### src/rtl/core/tga_pkg.sv
// shared types, constants and register codes of the tga pixel stream decoder
package tga_pkg;

  // width of the remaining-pixel counter
  localparam int COUNT_WIDTH = 24;

  localparam int ADDR_WIDTH = 4;
  localparam int DATA_WIDTH = 32;
  localparam int PCOUNT_WIDTH = 24;

  // register indexes (paddr[3:2])
  localparam logic [1:0] REG_RLE_MODE     = 2'd0;
  localparam logic [1:0] REG_PIXEL_FORMAT = 2'd1;
  localparam logic [1:0] REG_PIXEL_COUNT  = 2'd2;

  // pixel formats; the fourth code decodes as 32-bit
  localparam logic [1:0] FMT_RGB555 = 2'd0;
  localparam logic [1:0] FMT_BGR24  = 2'd1;
  localparam logic [1:0] FMT_BGRA32 = 2'd2;

  // reset values of the registers
  localparam logic                    RLE_RESET    = 1'b0;
  localparam logic [1:0]              FORMAT_RESET = FMT_BGR24;
  localparam logic [PCOUNT_WIDTH-1:0] PCOUNT_RESET = PCOUNT_WIDTH'(1);

  // packet header coding
  localparam logic [7:0] RUN_THRESHOLD = 8'd128;
  localparam logic [7:0] RUN_BIAS      = 8'd127;
  localparam logic [7:0] ALPHA_OPAQUE  = 8'd255;

  typedef struct packed {
    logic                    rle_mode;
    logic [1:0]              pixel_format;
    logic [PCOUNT_WIDTH-1:0] pixel_count;
  } cfg_t;

  typedef struct packed {
    logic                    restart;
    logic [PCOUNT_WIDTH-1:0] count;
  } restart_t;

  typedef struct packed {
    logic [7:0] red;
    logic [7:0] green;
    logic [7:0] blue;
    logic [7:0] alpha;
  } rgba_t;

endpackage

### src/rtl/core/tga_cfg.sv
// configuration register bank with apb-style access
module tga_cfg (
  input  logic                            clk,
  input  logic                            rst,
  input  logic                            psel,
  input  logic                            penable,
  input  logic                            pwrite,
  input  logic [tga_pkg::ADDR_WIDTH-1:0]  paddr,
  input  logic [tga_pkg::DATA_WIDTH-1:0]  pwdata,
  output logic [tga_pkg::DATA_WIDTH-1:0]  prdata,
  output logic                            pready,
  output tga_pkg::cfg_t                   cfg,
  output tga_pkg::restart_t               restart
);

  logic       wr;
  logic [1:0] idx;
  logic       known;

  assign pready = 1'b1;
  assign wr     = psel & penable & pwrite;
  assign idx    = paddr[3:2];

  always_comb begin
    unique case (idx) inside
      tga_pkg::REG_RLE_MODE,
      tga_pkg::REG_PIXEL_FORMAT,
      tga_pkg::REG_PIXEL_COUNT: known = 1'b1;
      default:                  known = 1'b0;
    endcase
  end

  always_ff @(posedge clk) begin
    if (rst) begin
      cfg.rle_mode     <= tga_pkg::RLE_RESET;
      cfg.pixel_format <= tga_pkg::FORMAT_RESET;
      cfg.pixel_count  <= tga_pkg::PCOUNT_RESET;
    end else if (wr) begin
      unique case (idx)
        tga_pkg::REG_RLE_MODE:     cfg.rle_mode     <= pwdata[0];
        tga_pkg::REG_PIXEL_FORMAT: cfg.pixel_format <= pwdata[1:0];
        tga_pkg::REG_PIXEL_COUNT:  cfg.pixel_count  <= pwdata[tga_pkg::PCOUNT_WIDTH-1:0];
        default: ;
      endcase
    end
  end

  // restart takes the count being written so the stream restarts at the same edge
  always_comb begin
    restart.restart = wr & known;
    restart.count   = (idx == tga_pkg::REG_PIXEL_COUNT)
                      ? pwdata[tga_pkg::PCOUNT_WIDTH-1:0] : cfg.pixel_count;
  end

  always_comb begin
    unique case (idx)
      tga_pkg::REG_RLE_MODE:
        prdata = {{(tga_pkg::DATA_WIDTH-1){1'b0}}, cfg.rle_mode};
      tga_pkg::REG_PIXEL_FORMAT:
        prdata = {{(tga_pkg::DATA_WIDTH-2){1'b0}}, cfg.pixel_format};
      tga_pkg::REG_PIXEL_COUNT:
        prdata = {{(tga_pkg::DATA_WIDTH-tga_pkg::PCOUNT_WIDTH){1'b0}}, cfg.pixel_count};
      default:
        prdata = '0;
    endcase
  end

endmodule

### src/rtl/core/tga_decode.sv
// colour decode of one complete pixel from its stored bytes and last byte
module tga_decode (
  input  logic [1:0]    pixel_format,
  input  logic [23:0]   pixel_bytes,
  input  logic [7:0]    last_byte,
  output tga_pkg::rgba_t colour
);

  logic [7:0] b0;
  logic [7:0] b1;
  logic [7:0] b2;

  assign b0 = pixel_bytes[7:0];
  assign b1 = pixel_bytes[15:8];
  assign b2 = pixel_bytes[23:16];

  always_comb begin
    case (pixel_format)
      tga_pkg::FMT_RGB555: begin
        // little-endian 5-5-5, top bit ignored
        colour.blue  = {b0[4:0], 3'b000};
        colour.green = {last_byte[1:0], b0[7:5], 3'b000};
        colour.red   = {last_byte[6:2], 3'b000};
        colour.alpha = tga_pkg::ALPHA_OPAQUE;
      end
      tga_pkg::FMT_BGR24: begin
        colour.blue  = b0;
        colour.green = b1;
        colour.red   = last_byte;
        colour.alpha = tga_pkg::ALPHA_OPAQUE;
      end
      default: begin
        colour.blue  = b0;
        colour.green = b1;
        colour.red   = b2;
        colour.alpha = last_byte;
      end
    endcase
  end

endmodule

### src/rtl/core/tga_ctrl.sv
// packet and pixel sequencing with the result register
module tga_ctrl (
  input  logic              clk,
  input  logic              rst,
  input  tga_pkg::cfg_t     cfg,
  input  tga_pkg::restart_t restart,
  input  logic              data_valid,
  input  logic [7:0]        data_byte,
  output logic              data_stall,
  output logic              pixel_valid,
  input  logic              pixel_stall,
  output logic [7:0]        red,
  output logic [7:0]        green,
  output logic [7:0]        blue,
  output logic [7:0]        alpha,
  output logic [7:0]        repeat_res,
  output logic              last_pixel,
  output logic              overrun
);

  localparam int CW = tga_pkg::COUNT_WIDTH;

  logic          expect_header, expect_header_next;
  logic          run_packet, run_packet_next;
  logic [7:0]    packet_left, packet_left_next;
  logic [1:0]    byte_phase, byte_phase_next;
  logic [23:0]   pixel_bytes, pixel_bytes_next;
  logic [CW-1:0] pixels_left, pixels_left_next;
  logic          image_done, image_done_next;

  logic          header_cycle;
  logic [1:0]    last_phase;
  logic          emit_pos;
  logic          accept;
  logic          emit;
  logic          over;
  logic [7:0]    rpt;
  logic [CW-1:0] pixels_after;
  logic [23:0]   shifted;
  tga_pkg::rgba_t colour;

  tga_decode u_decode (
    .pixel_format (cfg.pixel_format),
    .pixel_bytes  (pixel_bytes),
    .last_byte    (data_byte),
    .colour       (colour)
  );

  always_comb begin
    case (cfg.pixel_format)
      tga_pkg::FMT_RGB555: last_phase = 2'd1;
      tga_pkg::FMT_BGR24:  last_phase = 2'd2;
      default:             last_phase = 2'd3;
    endcase
  end

  assign header_cycle = cfg.rle_mode & expect_header;
  assign emit_pos     = ~image_done & ~header_cycle & (byte_phase >= last_phase);
  // only a transaction that yields a pixel waits for the result register
  assign data_stall   = pixel_valid & pixel_stall & emit_pos;
  assign accept       = data_valid & ~data_stall;
  assign emit         = accept & emit_pos;

  // repeat count: one, or in a run packet its run length, cut to what is left of the image
  always_comb begin
    over = 1'b0;
    rpt  = 8'd1;
    if (cfg.rle_mode && run_packet) begin
      if (CW'(packet_left) > pixels_left) begin
        over = 1'b1;
        rpt  = pixels_left[7:0];
      end else begin
        rpt  = packet_left;
      end
    end
  end

  assign pixels_after = pixels_left - CW'(rpt);

  always_comb begin
    case (byte_phase)
      2'd0:    shifted = {16'd0, data_byte};
      2'd1:    shifted = {8'd0, data_byte, 8'd0};
      default: shifted = {data_byte, 16'd0};
    endcase
  end

  always_comb begin
    expect_header_next = expect_header;
    run_packet_next    = run_packet;
    packet_left_next   = packet_left;
    byte_phase_next    = byte_phase;
    pixel_bytes_next   = pixel_bytes;
    pixels_left_next   = pixels_left;
    image_done_next    = image_done;
    if (restart.restart) begin
      expect_header_next = 1'b1;
      run_packet_next    = 1'b0;
      packet_left_next   = '0;
      byte_phase_next    = '0;
      pixel_bytes_next   = '0;
      pixels_left_next   = CW'(restart.count);
      image_done_next    = (CW'(restart.count) == '0);
    end else if (accept && !image_done) begin
      if (header_cycle) begin
        if (data_byte < tga_pkg::RUN_THRESHOLD) begin
          run_packet_next  = 1'b0;
          packet_left_next = data_byte + 8'd1;
        end else begin
          run_packet_next  = 1'b1;
          packet_left_next = data_byte - tga_pkg::RUN_BIAS;
        end
        expect_header_next = 1'b0;
        byte_phase_next    = '0;
        pixel_bytes_next   = '0;
      end else if (!emit_pos) begin
        pixel_bytes_next = pixel_bytes | shifted;
        byte_phase_next  = byte_phase + 2'd1;
      end else begin
        byte_phase_next  = '0;
        pixel_bytes_next = '0;
        if (cfg.rle_mode) begin
          if (run_packet) begin
            packet_left_next   = '0;
            expect_header_next = 1'b1;
          end else begin
            packet_left_next   = packet_left - 8'd1;
            expect_header_next = (packet_left == 8'd1);
          end
        end
        pixels_left_next = pixels_after;
        image_done_next  = (pixels_after == '0);
      end
    end
  end

  always_ff @(posedge clk) begin
    if (rst) begin
      expect_header <= 1'b1;
      run_packet    <= 1'b0;
      packet_left   <= '0;
      byte_phase    <= '0;
      pixel_bytes   <= '0;
      pixels_left   <= CW'(tga_pkg::PCOUNT_RESET);
      image_done    <= 1'b0;
      pixel_valid   <= 1'b0;
    end else begin
      expect_header <= expect_header_next;
      run_packet    <= run_packet_next;
      packet_left   <= packet_left_next;
      byte_phase    <= byte_phase_next;
      pixel_bytes   <= pixel_bytes_next;
      pixels_left   <= pixels_left_next;
      image_done    <= image_done_next;
      if (emit)              pixel_valid <= 1'b1;
      else if (!pixel_stall) pixel_valid <= 1'b0;
    end
  end

  always_ff @(posedge clk) begin
    if (emit) begin
      red        <= colour.red;
      green      <= colour.green;
      blue       <= colour.blue;
      alpha      <= colour.alpha;
      repeat_res <= rpt;
      last_pixel <= (pixels_after == '0);
      overrun    <= over;
    end
  end

  a_done_means_empty: assert property (@(posedge clk) disable iff (rst)
    image_done |-> (pixels_left == '0))
    else $error("image marked done with pixels still left");

  a_emit_loads: assert property (@(posedge clk) disable iff (rst)
    emit |=> (pixel_valid && repeat_res != 8'd0 && repeat_res <= tga_pkg::RUN_THRESHOLD))
    else $error("pixel transaction not loaded or repeat out of range");

  a_overrun_ends: assert property (@(posedge clk) disable iff (rst)
    (emit && over) |=> (last_pixel && image_done))
    else $error("cut run did not complete the image");

endmodule

### src/rtl/core/tga_pixel_stream_decoder.sv
// top level of the tga pixel stream decoder
//
// data channel: one pixel-data byte per transaction (data_valid, data_stall,
// data_byte). pixel channel: one decoded colour per transaction with its
// repeat count, last_pixel and overrun flags (pixel_valid, pixel_stall).
// configuration: apb-style port, rle_mode at 0x0, pixel_format at 0x4,
// pixel_count at 0x8; a write to any of these restarts the stream at that edge
//
// latency: the byte that completes a pixel is decoded in the cycle it is
// accepted and the pixel appears on the result register the next cycle
// throughput: one byte per cycle while data_stall is low, set by the single
// state update of the packet and pixel counters; header bytes and partial
// pixel bytes give no transaction on the pixel channel
//
// reset: registers return to uncompressed 24-bit, one pixel; the stream
// waits for its first byte with no pixel pending
// stall: while the result register holds a pixel and the receiver stalls,
// bytes that would complete another pixel are stalled; bytes that only
// advance the packet or pixel state are still taken
module tga_pixel_stream_decoder (
  input  logic                            clk,
  input  logic                            rst,
  // configuration port
  input  logic                            psel,
  input  logic                            penable,
  input  logic                            pwrite,
  input  logic [tga_pkg::ADDR_WIDTH-1:0]  paddr,
  input  logic [tga_pkg::DATA_WIDTH-1:0]  pwdata,
  output logic [tga_pkg::DATA_WIDTH-1:0]  prdata,
  output logic                            pready,
  // byte input
  input  logic                            data_valid,
  output logic                            data_stall,
  input  logic [7:0]                      data_byte,
  // pixel output
  output logic                            pixel_valid,
  input  logic                            pixel_stall,
  output logic [7:0]                      red,
  output logic [7:0]                      green,
  output logic [7:0]                      blue,
  output logic [7:0]                      alpha,
  output logic [7:0]                      repeat_res,
  output logic                            last_pixel,
  output logic                            overrun
);

  tga_pkg::cfg_t     cfg;
  tga_pkg::restart_t restart;

  // register bank, also flags the restart on a write
  tga_cfg u_cfg (
    .clk     (clk),
    .rst     (rst),
    .psel    (psel),
    .penable (penable),
    .pwrite  (pwrite),
    .paddr   (paddr),
    .pwdata  (pwdata),
    .prdata  (prdata),
    .pready  (pready),
    .cfg     (cfg),
    .restart (restart)
  );

  // packet parsing, pixel assembly and the result register
  tga_ctrl u_ctrl (
    .clk         (clk),
    .rst         (rst),
    .cfg         (cfg),
    .restart     (restart),
    .data_valid  (data_valid),
    .data_byte   (data_byte),
    .data_stall  (data_stall),
    .pixel_valid (pixel_valid),
    .pixel_stall (pixel_stall),
    .red         (red),
    .green       (green),
    .blue        (blue),
    .alpha       (alpha),
    .repeat_res  (repeat_res),
    .last_pixel  (last_pixel),
    .overrun     (overrun)
  );

endmodule
### config.mk
export PLATFORM = sky130hd
export DESIGN_NAME = tga_pixel_stream_decoder
export DESIGN_NICKNAME = d
export VERILOG_FILES = /design/src/rtl/core/tga_pkg.sv /design/src/rtl/core/tga_cfg.sv /design/src/rtl/core/tga_decode.sv /design/src/rtl/core/tga_ctrl.sv /design/src/rtl/core/tga_pixel_stream_decoder.sv
export SDC_FILE = /design/constraint.sdc
export NUM_CORES = 1
export LEC_CHECK = 0
export ABC_AREA = 1
export BUFFER_PORTS_ARGS = -buffer_cell sky130_fd_sc_hd__buf_2
export CAP_MARGIN = 30
export CORE_ASPECT_RATIO = 0.5
export CORE_MARGIN = 2
export CORE_UTILIZATION = 60
export DETAILED_ROUTE_END_ITERATION = 12
export PLACE_DENSITY = 0.92
export SETUP_SLACK_MARGIN = 0.2
export SYNTH_ARGS = -nofsm -noshare
export SYNTH_HDL_FRONTEND = slang
export SYNTH_SLANG_ARGS = --single-unit
### constraint.sdc
create_clock -name clk -period 6.2 [get_ports clk]
set_input_delay 0.93 -clock clk [delete_from_list [all_inputs] [get_ports clk]]
set_output_delay 0.93 -clock clk [all_outputs]
set_load 0.02 [all_outputs]
==> results of run 1 <==
-- worst paths after layout --
path	startpoint	endpoint	slack [ns]
max reg2reg	u_ctrl.pixels_left[1]	u_ctrl.last_pixel	2.10
max	u_ctrl.pixels_left[1]	u_ctrl.last_pixel	2.10
min	u_ctrl.pixel_bytes[17]	u_ctrl.pixel_bytes[17]	0.46
min reg2reg	u_ctrl.pixel_bytes[17]	u_ctrl.pixel_bytes[17]	0.46
-- layout make-up --
cell class / instances / area (um2)
Clock buffer: 17 / 425.4
Clock inverter: 15 / 211.5
Multi-Input combinational cell: 687 / 3475
Tap cell: 165 / 206.4
Fill cell: 891 / 3332
Inverter: 172 / 648.1
Timing Repair Buffer: 112 / 570.5
Sequential cell: 131 / 3043
-- per-stage QoR --
| step | worst slack (ns) | total power, mW |
|---|---|---|
| after floorplan | 2.770 | 1.402 |
| after global placement | 2.348 | 1.516 |
| after detailed placement | 2.206 | 1.535 |
| final | 2.099 | 2.645 |
| after global routing | 1.736 | 2.754 |
| after CTS | 2.185 | 2.625 |
-- sequential cells by signal, indices dropped and copies added (netlist names) --
register              count
u_ctrl.packet_left        8
u_ctrl.green              8
u_ctrl.blue               8
u_ctrl.repeat_res         8
u_ctrl.red                8
u_ctrl.overrun            1
u_ctrl.pixel_bytes       24
u_ctrl.pixels_left       24
u_ctrl.last_pixel         1
u_ctrl.run_packet         1
u_cfg.cfg                27
u_ctrl.byte_phase         2
u_ctrl.expect_header      1
u_ctrl.alpha              8
u_ctrl.image_done         1
u_ctrl.pixel_valid        1
-- report_power, final --
part / switching, mW / internal (mW)
Sequential: 0.0274 / 0.933
Clock: 0.446 / 0.654
Combinational: 0.407 / 0.178
Total: 0.880 / 1.76
-- kinds of logic after synthesis --
family | Yosys count | share of synthesized area (%)
fa+ha+maj | 24 | 4.177
xor+xnor | 8 | 0.9508
buf+inv | 216 | 11.92
flops | 131 | 41.29
compound gates | 212 | 16.18
simple gates | 434 | 25.38
other cells | 2 | 0.1019
-- routing by layer --
| layer | GRT usage [%] | up-vias | wire, um |
|---|---|---|---|
| li1 | - | 3530 | - |
| met4 | 14.37 | 0 | 550 |
| met3 | 6.494 | 62 | 1833 |
| met1 | 35.21 | 3287 | 7685 |
| met2 | 51.21 | 437 | 9232 |
| met5 | 0 | - | 0 |
-- cells in the final DEF, fill, tap and decap left out, types with 3 or more instances in the layout --
master     synthesis  final
nand2_1          213    213
inv_1            166    166
nor2_1           115    115
buf_2             13    108
dfxtp_1           89     89
o21ai_0           74     74
a21oi_1           69     69
nand3_1           55     55
edfxtp_1          42     42
ha_1              23     23
a31oi_1           18     18
o21ai_1           17     17
clkbuf_16          0     17
nand4_1           12     12
nand2_2           10     10
nor3_1             9      9
conb_1             2      9
o22ai_1            6      6
xor2_1             6      6
o221ai_1           5      5
a22oi_1            5      5
inv_2              5      5
nand3_2            5      5
inv_6              0      5
inv_8              0      4
buf_4              9      4
nor2_2             3      3
o211ai_1           3      3
nand3b_1           3      3
a211oi_1           3      3
a221oi_1           3      3
bufinv_16          0      3
-- critical path, delay by kind of cell, from the launching register on --
kind,cells,cell delay (ns)
flops,1,0.43
simple gates,11,1.75
compound gates,4,0.60
buf+inv,3,0.40
fa+ha+maj,2,0.69
==> flow_summary.json, run 1 <==
{
  "status": "completed",
  "grt.total_usage_pct": 29.25,
  "cts_root_buffer": "clkbuf_16",
  "layout-drive-gt1-share_pct": 15.78,
  "r2r_cells": 20,
  "worst_pin_slew_ns": 0.9616,
  "crit_slowest_cell": "dfxtp_1",
  "synth_flop_cell": "dfxtp_1",
  "syn_area_per_cell_um2": 7.176,
  "place.gp.congestion": 0.9191,
  "drtPass1Iterations": 8,
  "rows": 28,
  "core_mm2": 0.01191,
  "cts_sinks": 131,
  "grt.overflow.total": 0,
  "synth.distinct_cells": 50,
  "port_buffers": 108,
  "cts-htree-levels": 4,
  "hold_path.class": "reg -> reg",
  "path_class": "reg -> reg",
  "max_freq_ghz": 0.2438,
  "synth_area_leader_cell": "dfxtp_1",
  "worstPathArrival_ns": 4.28,
  "yosysTopAreaCellShare_pct": 24.18,
  "whs_path_depth": 2,
  "fin_cells": 1299,
  "placed_area_mm2": 0.007943,
  "power_density_mw_per_mm2": 308.3,
  "viasPerCell": 5.632,
  "finalSetupViolations": 0,
  "dp.cells": 1267,
  "clock_latency_ns": 0.43,
  "syn_area_mm2": 0.007370,
  "timing.final.crit_share_pct": 66.15,
  "critPathLaunchType": "flop",
  "cts_tree": "done",
  "grt_pass1_wl_um": 30480,
  "finalMaxSlewViolations": 0,
  "numCtsBuffers": 17,
  "wirelength_um": 19300,
  "final.setup_skew_ns": 0.008289,
  "synth_commonest_cells": "nand2_1 (213), inv_1 (166), nor2_1 (115), dfxtp_1 (89), o21ai_0 (74)",
  "grt_max_degree": 53,
  "ys_seq_elements": 131,
  "synth_area_leaders": "dfxtp_1 (24%), edfxtp_1 (17%), nand2_1 (11%), inv_1 (8.5%), nor2_1 (5.9%)",
  "hold_ws_ns": 0.4588,
  "yosys_warnings": 0,
  "finalHoldViolCount": 0,
  "post_drt_wl_per_cell_um": 14.86,
  "period_needed_ns": 4.101,
  "yosysMostFrequentCell": "nand2_1",
  "maxCapViolations": 0,
  "fin_util_pct": 72.03,
  "die_h_um": 82.37,
  "crit_top_cell": "nand2_1",
  "drcViolationCount": 0,
  "vias": 7316,
  "path_cells": "inv_1 > ha_1 > a21oi_1 > o21a_1 > o221ai_1 > nand2_1 > inv_1 > nor2_1 > nor3_1 > inv_1 > ha_1 > nand2_1 > nand2_1 > nor3_2 > nand2_2 > o21ai_0 > nand2_1 > nand2_1 > nor2_1 > and3_2",
  "slew_headroom_pct": 35.89,
  "io_pins": 128,
  "drt_iter0_drc": 645,
  "tns_ns": 0,
  "postSynthCellCount": 1027,
  "dp_hpwl_um": 12960,
  "clockBufferDepth": 2,
  "dieArea_mm2": 0.01324,
  "cp-end-kind": "flop",
  "diodes": 0,
  "grt_pass1_vias": 6486,
  "clk_pin_slew_worst_paths_ns": 0.06,
  "cp_max_fo": 14,
  "die_w_um": 160.7,
  "stdcell_area_mm2": 0.008579,
  "synth_edf_count": 42,
  "initial_core_util_pct": 61.87,
  "rsz0062_at_grt": "no",
  "postCtsSetupBuffers": 0,
  "crit_required_ns": 6.38,
  "finalNetCount": 1196,
  "p_leak_nw": 4.055,
  "antenna_found_initial": 0,
  "vdd_drop_max_v": 0.0001723,
  "slowest_delay_ns": 0.43,
  "yosysSeqAreaShare_pct": 41.29,
  "post_cts_resized": 0,
  "ctsHoldBuffers": 0,
  "area_growth_pct": 16.42,
  "async_flop_share_pct": 0,
  "antenna_left": 0
}
Note: power is estimated with default switching activity, not from simulation.
==> inputs of run 2 (changes only) <==
--- a/config.mk
+++ b/config.mk
@@ -10,9 +10,9 @@
 export CAP_MARGIN = 30
 export CORE_ASPECT_RATIO = 0.5
 export CORE_MARGIN = 2
-export CORE_UTILIZATION = 60
+export CORE_UTILIZATION = 51
 export DETAILED_ROUTE_END_ITERATION = 12
-export PLACE_DENSITY = 0.92
+export PLACE_DENSITY = 0.84
 export SETUP_SLACK_MARGIN = 0.2
 export SYNTH_ARGS = -nofsm -noshare
 export SYNTH_HDL_FRONTEND = slang
==> constraint.sdc (replaced) <==
create_clock -name clk -period 3.77 [get_ports clk]
set_input_delay 0.5655 -clock clk [delete_from_list [all_inputs] [get_ports clk]]
set_output_delay 0.5655 -clock clk [all_outputs]
set_load 0.02 [all_outputs]
==> run 2 against run 1 <==
Via count grew 2.1%. Critical endpoint is now u_ctrl.image_done. First-iteration DRC count rose by 21%. Highest routed layer unchanged. Final cell count increased by 5.0%. Flip-flop and latch count did not move. Critical path type unchanged. Clock skew up 0.0026 ns. Total power is 67% higher. Sequential share of layout area decreased by 2.1 points. Clock-buffer cell count stayed put. Utilization is 5.7 points lower. Largest cell class unchanged.
==> flow_summary.json, run 2 (synthesis gave the netlist of run 1 again) <==
{
  "status": "completed",
  "maxCapViolations": 0,
  "viasPerCell": 5.478,
  "slew_headroom_pct": 61.91,
  "vias": 7472,
  "grt_pass1_wl_um": 31800,
  "finalMaxSlewViolations": 0,
  "timing.final.crit_share_pct": 97.80,
  "vdd_drop_max_v": 0.0003358,
  "final.setup_skew_ns": 0.01085,
  "numCtsBuffers": 17,
  "p_leak_nw": 4.274,
  "wirelength_um": 20980,
  "cp_max_fo": 6,
  "worstPathArrival_ns": 4.05,
  "finalNetCount": 1234,
  "layout_common_cells": "nand2_1 (204), inv_1 (159), buf_2 (108), nor2_1 (107), dfxtp_1 (80)",
  "core_mm2": 0.01381,
  "die_h_um": 89,
  "power_density_mw_per_mm2": 481.9,
  "grt.overflow.total": 0,
  "drt_iter0_drc": 780,
  "crit_slowest_cell": "o311a_1",
  "drcViolationCount": 0,
  "io_pins": 128,
  "rows": 30,
  "clock_latency_ns": 0.43,
  "layout-drive-gt1-share_pct": 23.55,
  "hold_path.class": "in -> reg",
  "whs_path_depth": 3,
  "max_freq_ghz": 0.2712,
  "place_ws_ns": 0.07208,
  "path_class": "reg -> reg",
  "fin_cells": 1364,
  "antenna_left": 0,
  "area_growth_pct": 24.35,
  "path_buf_inv": 4,
  "r2r_cells": 21,
  "critPathLaunchType": "flop",
  "finalHoldViolCount": 0,
  "cts-htree-levels": 4,
  "rsz0062_at_grt": "yes",
  "hold_ws_ns": 0.4027,
  "grt.total_usage_pct": 25.64,
  "path_cells": "inv_1 > ha_1 > nand4_1 > o311a_1 > nand2_4 > buf_6 > o211ai_1 > buf_4 > fa_2 > buf_6 > nand3_1 > nand3_2 > nand2_2 > nand3_2 > nor2_2 > nand2_1 > nor2_1 > nand2_1 > nor2_2 > nand4_1 > a21oi_2",
  "grt_max_degree": 52,
  "setup_ws_ns": 0.08310,
  "period_needed_ns": 3.687,
  "initial_core_util_pct": 53.35,
  "largest_reg_flops": 27,
  "dp.cells": 1314,
  "dieArea_mm2": 0.01549,
  "grt_pass1_vias": 6709,
  "crit_required_ns": 4.13,
  "top_register": "u_cfg.cfg",
  "clk_pin_slew_worst_paths_ns": 0.06,
  "die_w_um": 174,
  "diodes": 0,
  "port_buffers": 108,
  "dp_hpwl_um": 13680,
  "finalSetupViolations": 0,
  "cp-end-kind": "flop",
  "clockBufferDepth": 2,
  "largest_registers": "u_cfg.cfg x27, u_ctrl.pixel_bytes x24, u_ctrl.pixels_left x24",
  "worst_pin_slew_ns": 0.5693,
  "slowest_delay_ns": 0.44,
  "final_common_cell": "nand2_1",
  "place.gp.congestion": 0.9724,
  "cts_sinks": 131,
  "tns_ns": 0,
  "cp_top_family": "simple AND/OR/NAND/NOR gates",
  "post_drt_wl_per_cell_um": 15.38,
  "cp.depth": 21,
  "drtPass1Iterations": 6,
  "antenna_found_initial": 0,
  "cts_root_buffer": "clkbuf_16",
  "cts_tree": "done"
}
run 2: final timing paths:
kind,end,start,slack (ns)
worst max-delay path,u_ctrl.image_done,u_ctrl.pixels_left[4],0.08
worst min-delay path,u_cfg.cfg[24],pwdata[0],0.40
worst max register to register,u_ctrl.image_done,u_ctrl.pixels_left[4],0.08
worst min register to register,u_ctrl.pixel_bytes[11],u_ctrl.pixel_bytes[11],0.46
run 2: timing repair:
| action | in CTS | in global routing |
|---|---|---|
| setup endpoints to repair | 2 | 7 |
| hold endpoints to repair | 0 | 0 |
| pin swaps | 2 | 33 |
| hold buffers | 0 | 0 |
| resized for setup | 7 | 63 |
| buffers inserted | 0 | 18 |
| gates cloned | 0 | 0 |
run 2: metal layers:
metal	routed length (um)	GRT usage, %	up-vias	part of all wire [%]
met5	0	0	-	0
met4	658	11.76	0	3.1
met3	1491	4.507	70	7.1
met2	10190	44.66	376	49
met1	8639	31.99	3419	41
li1	-	-	3607	-
run 2: layout make-up:
class | count | area, um2
inverters | 172 | 648.1
well taps | 192 | 240.2
clock buffers | 17 | 425.4
fillers | 1105 | 4649
flip-flops and latches | 131 | 3059
multi-input cells | 687 | 3726
clock inverters | 15 | 188.9
repair buffers | 150 | 875.8
run 2: worst register-to-register path, stage by stage (launching register included):
cell      delay, ns
dfxtp_1        0.34
inv_1          0.06
ha_1           0.29
nand4_1        0.19
o311a_1        0.44
nand2_4        0.12
buf_6          0.12
o211ai_1       0.14
buf_4          0.19
fa_2           0.39
buf_6          0.14
nand3_1        0.11
nand3_2        0.12
nand2_2        0.12
nand3_2        0.09
nor2_2         0.12
nand2_1        0.06
nor2_1         0.11
nand2_1        0.08
nor2_2         0.12
nand4_1        0.12
a21oi_2        0.16
run 2: per-stage QoR:
stage          total power, mW  util, %  area (um2)
4_1_cts                  4.293    63.58        8782
3_5_place_dp             2.560    58.94        8142
2_1_floorplan            2.306        -        7396
5_1_grt                  4.607    66.34        9164
3_3_place_gp             2.535    58.94        8142
6_report                 4.416    66.34        9164
run 2: where the power goes:
part / total [mW] / switching (mW) / internal, mW
Combinational: 1.10 / 0.738 / 0.365
Clock: 1.74 / 0.731 / 1.01
Sequential: 1.57 / 0.0402 / 1.53
==> inputs of run 3 (changes only) <==
--- a/config.mk
+++ b/config.mk
@@ -8,9 +8,11 @@
 export ABC_AREA = 1
 export BUFFER_PORTS_ARGS = -buffer_cell sky130_fd_sc_hd__buf_2
 export CAP_MARGIN = 30
+export CELL_PAD_IN_SITES_DETAIL_PLACEMENT = 0
+export CELL_PAD_IN_SITES_GLOBAL_PLACEMENT = 2
 export CORE_ASPECT_RATIO = 0.5
 export CORE_MARGIN = 2
-export CORE_UTILIZATION = 51
+export CORE_UTILIZATION = 29
 export DETAILED_ROUTE_END_ITERATION = 12
 export PLACE_DENSITY = 0.84
 export SETUP_SLACK_MARGIN = 0.2
==> run 3 against run 2 <==
Sequential power about the same. First-iteration DRC count decreased by 53%. Clock power decreased by 4%. Critical path type unchanged. Critical endpoint is now u_ctrl.last_pixel.
==> flow_summary.json, run 3 (synthesis gave the netlist of run 1 again) <==
{
  "status": "completed",
  "clock_latency_ns": 0.44,
  "final.setup_skew_ns": 0.01397,
  "vdd_drop_max_v": 0.0003359,
  "largest_reg_flops": 27,
  "final_common_cell": "nand2_1",
  "setup_ws_ns": 0.3721,
  "largest_registers": "u_cfg.cfg x27, u_ctrl.pixel_bytes x24, u_ctrl.pixels_left x24",
  "whs_path_depth": 3,
  "cts_sinks": 131,
  "crit_required_ns": 4.07,
  "grt_pass1_wl_um": 33290,
  "grt_pass1_vias": 6442,
  "post_drt_wl_per_cell_um": 14.06,
  "wirelength_um": 21440,
  "crit_top_cell": "nor2_1",
  "cp.depth": 20,
  "period_needed_ns": 3.398,
  "cts-htree-levels": 4,
  "path_cells": "inv_1 > ha_1 > nand4_1 > o311a_1 > nand2_4 > a21oi_2 > o21ai_2 > ha_2 > inv_2 > fa_2 > buf_4 > xor2_1 > nor2_1 > nand3_1 > nor2_1 > nand2_1 > nor2_1 > nand2_1 > nor2_2 > and3_4",
  "place_ws_ns": -0.01317,
  "path_buf_inv": 3,
  "worstPathArrival_ns": 3.70,
  "finalMaxSlewViolations": 0,
  "drtPass1Iterations": 5,
  "grt_max_degree": 52,
  "fin_cells": 1525,
  "timing.final.crit_share_pct": 90.13,
  "die_h_um": 116.7,
  "worst_pin_slew_ns": 0.5865,
  "antenna_found_initial": 0,
  "comb_power_share_pct": 25.6,
  "finalSetupViolations": 0,
  "area_growth_pct": 28.05,
  "slew_headroom_pct": 60.90,
  "slowest_delay_ns": 0.38,
  "reg2reg_to": "u_ctrl.last_pixel",
  "r2r_slack_ns": 0.37,
  "rows": 41,
  "dieArea_mm2": 0.02678,
  "dp_hpwl_um": 15750,
  "finalHoldViolCount": 0,
  "grt.overflow.total": 0,
  "cp_top_family": "simple AND/OR/NAND/NOR gates",
  "diodes": 0,
  "power.internal_mw": 2.883,
  "cp-end-kind": "flop",
  "place.gp.congestion": 0.8819,
  "rsz0062_at_grt": "no",
  "crit_path_start": "u_ctrl.pixels_left[6]",
  "ctsHoldBuffers": 0,
  "clockBufferDepth": 2,
  "layout_common_cells": "nand2_1 (202), inv_1 (160), buf_2 (108), nor2_1 (107), dfxtp_1 (85)",
  "top_register": "u_cfg.cfg",
  "viasPerCell": 4.612,
  "power.total_mw": 4.357,
  "r2r_cells": 20,
  "antenna_left": 0,
  "cts_root_buffer": "clkbuf_16",
  "io_pins": 128,
  "p_leak_nw": 4.317,
  "crit_slowest_cell": "fa_2",
  "power_density_mw_per_mm2": 461.7,
  "critPathLaunchType": "flop",
  "path_class": "reg -> reg",
  "crit_path_end": "u_ctrl.last_pixel",
  "vias": 7034,
  "grt.total_usage_pct": 15.85,
  "numCtsBuffers": 17,
  "p_clk_share_pct": 38.4,
  "drt_iter0_drc": 366,
  "dp.cells": 1478,
  "r2r_start": "u_ctrl.pixels_left[6]",
  "power_switching_mw": 1.473,
  "cts_tree": "done",
  "core_mm2": 0.02509,
  "finalNetCount": 1243,
  "initial_core_util_pct": 29.38,
  "drcViolationCount": 0,
  "power.share.switching_pct": 33.82,
  "port_buffers": 108,
  "max_freq_ghz": 0.2943,
  "clk_pin_slew_worst_paths_ns": 0.06,
  "layout-drive-gt1-share_pct": 24.05,
  "hold_path.class": "in -> reg",
  "seqPwrFrac_pct": 36.0,
  "maxCapViolations": 0,
  "cp_max_fo": 7,
  "die_w_um": 229.4
}
-- run 3: cell types whose count changed in the layout (fill, tap and decap cells not counted), moves of 2 or more --
cell / previous run / this run
buf_4: 39 / 50
dfxtp_1: 80 / 85
dfxtp_2: 7 / 2
a21oi_1: 67 / 64
a21oi_2: 4 / 7
nor2_2: 10 / 7
nor2_4: 3 / 6
buf_6: 2 / 0
inv_6: 5 / 7
inv_8: 4 / 2
nand2_1: 204 / 202
-- run 3: power by group through the flow --
stage          logic [mW]  clock network (mW)  registers, mW
3_3_place_gp        0.996                   0           1.60
2_1_floorplan       0.682                   0           1.62
6_report             1.11                1.67           1.57
4_1_cts              1.04                1.71           1.57
5_1_grt              1.26                1.77           1.58
3_5_place_dp         1.00                   0           1.60
-- run 3: worst min path at each step --
stage,start,endpoint,slack (ns)
floorplan,u_ctrl.pixel_bytes[11],u_ctrl.pixel_bytes[11],0.43
CTS,pwdata[0],u_cfg.cfg[24],0.37
detailed placement,u_ctrl.pixel_bytes[14],u_ctrl.pixel_bytes[14],0.45
global route,pwdata[1],u_cfg.cfg[25],0.40
finish,pwdata[0],u_cfg.cfg[24],0.39
global placement,u_ctrl.pixel_bytes[14],u_ctrl.pixel_bytes[14],0.44
-- run 3: metrics by stage --
stage	cell area, um2	hold slack [ns]	utilization [%]	setup TNS (ns)
final	9437	0.3889	37.62	0
after detailed placement	8422	0.4516	33.57	-0.01317
after global routing	9437	0.4012	37.62	0
after CTS	9094	0.3717	36.25	0
after floorplan	7396	0.4308	-	0
after global placement	8422	0.4381	33.57	0
-- run 3: final cells by class --
type                            instances  area (um2)
Fill cell                            2671       15650
Multi-Input combinational cell        687        3781
Sequential cell                       131        3053
Timing Repair Buffer                  159       935.9
Inverter                              172       648.1
Clock buffer                           19       454.2
Tap cell                              344       430.4
Clock inverter                         13       133.9
-- run 3: worst reg2reg max path, delay by kind of cell, from the launching register on --
family	cells	cell delay, ns
adder cells (fa/ha/maj)	3	0.87
buffers and inverters	3	0.24
XOR/XNOR	1	0.17
AND/OR/NAND/NOR	10	1.15
flip-flops	1	0.33
AO/OA/AOI/OAI	3	0.52
-- run 3: routing by layer --
metal | wire (um) | track usage [%] | up-vias
li1 | - | - | 3614
met1 | 10070 | 20.57 | 3284
met2 | 10290 | 26.69 | 116
met3 | 758 | 3.589 | 20
met4 | 331 | 4.589 | 0
met5 | 0 | 0 | -
-- run 3: timing repair --
| action | in CTS | in global routing |
|---|---|---|
| endpoints found under the setup margin | 2 | 7 |
| hold endpoints to repair | 0 | 0 |
| resized for setup | 15 | 58 |
| buffers inserted | 5 | 10 |
| pin swaps | 10 | 21 |
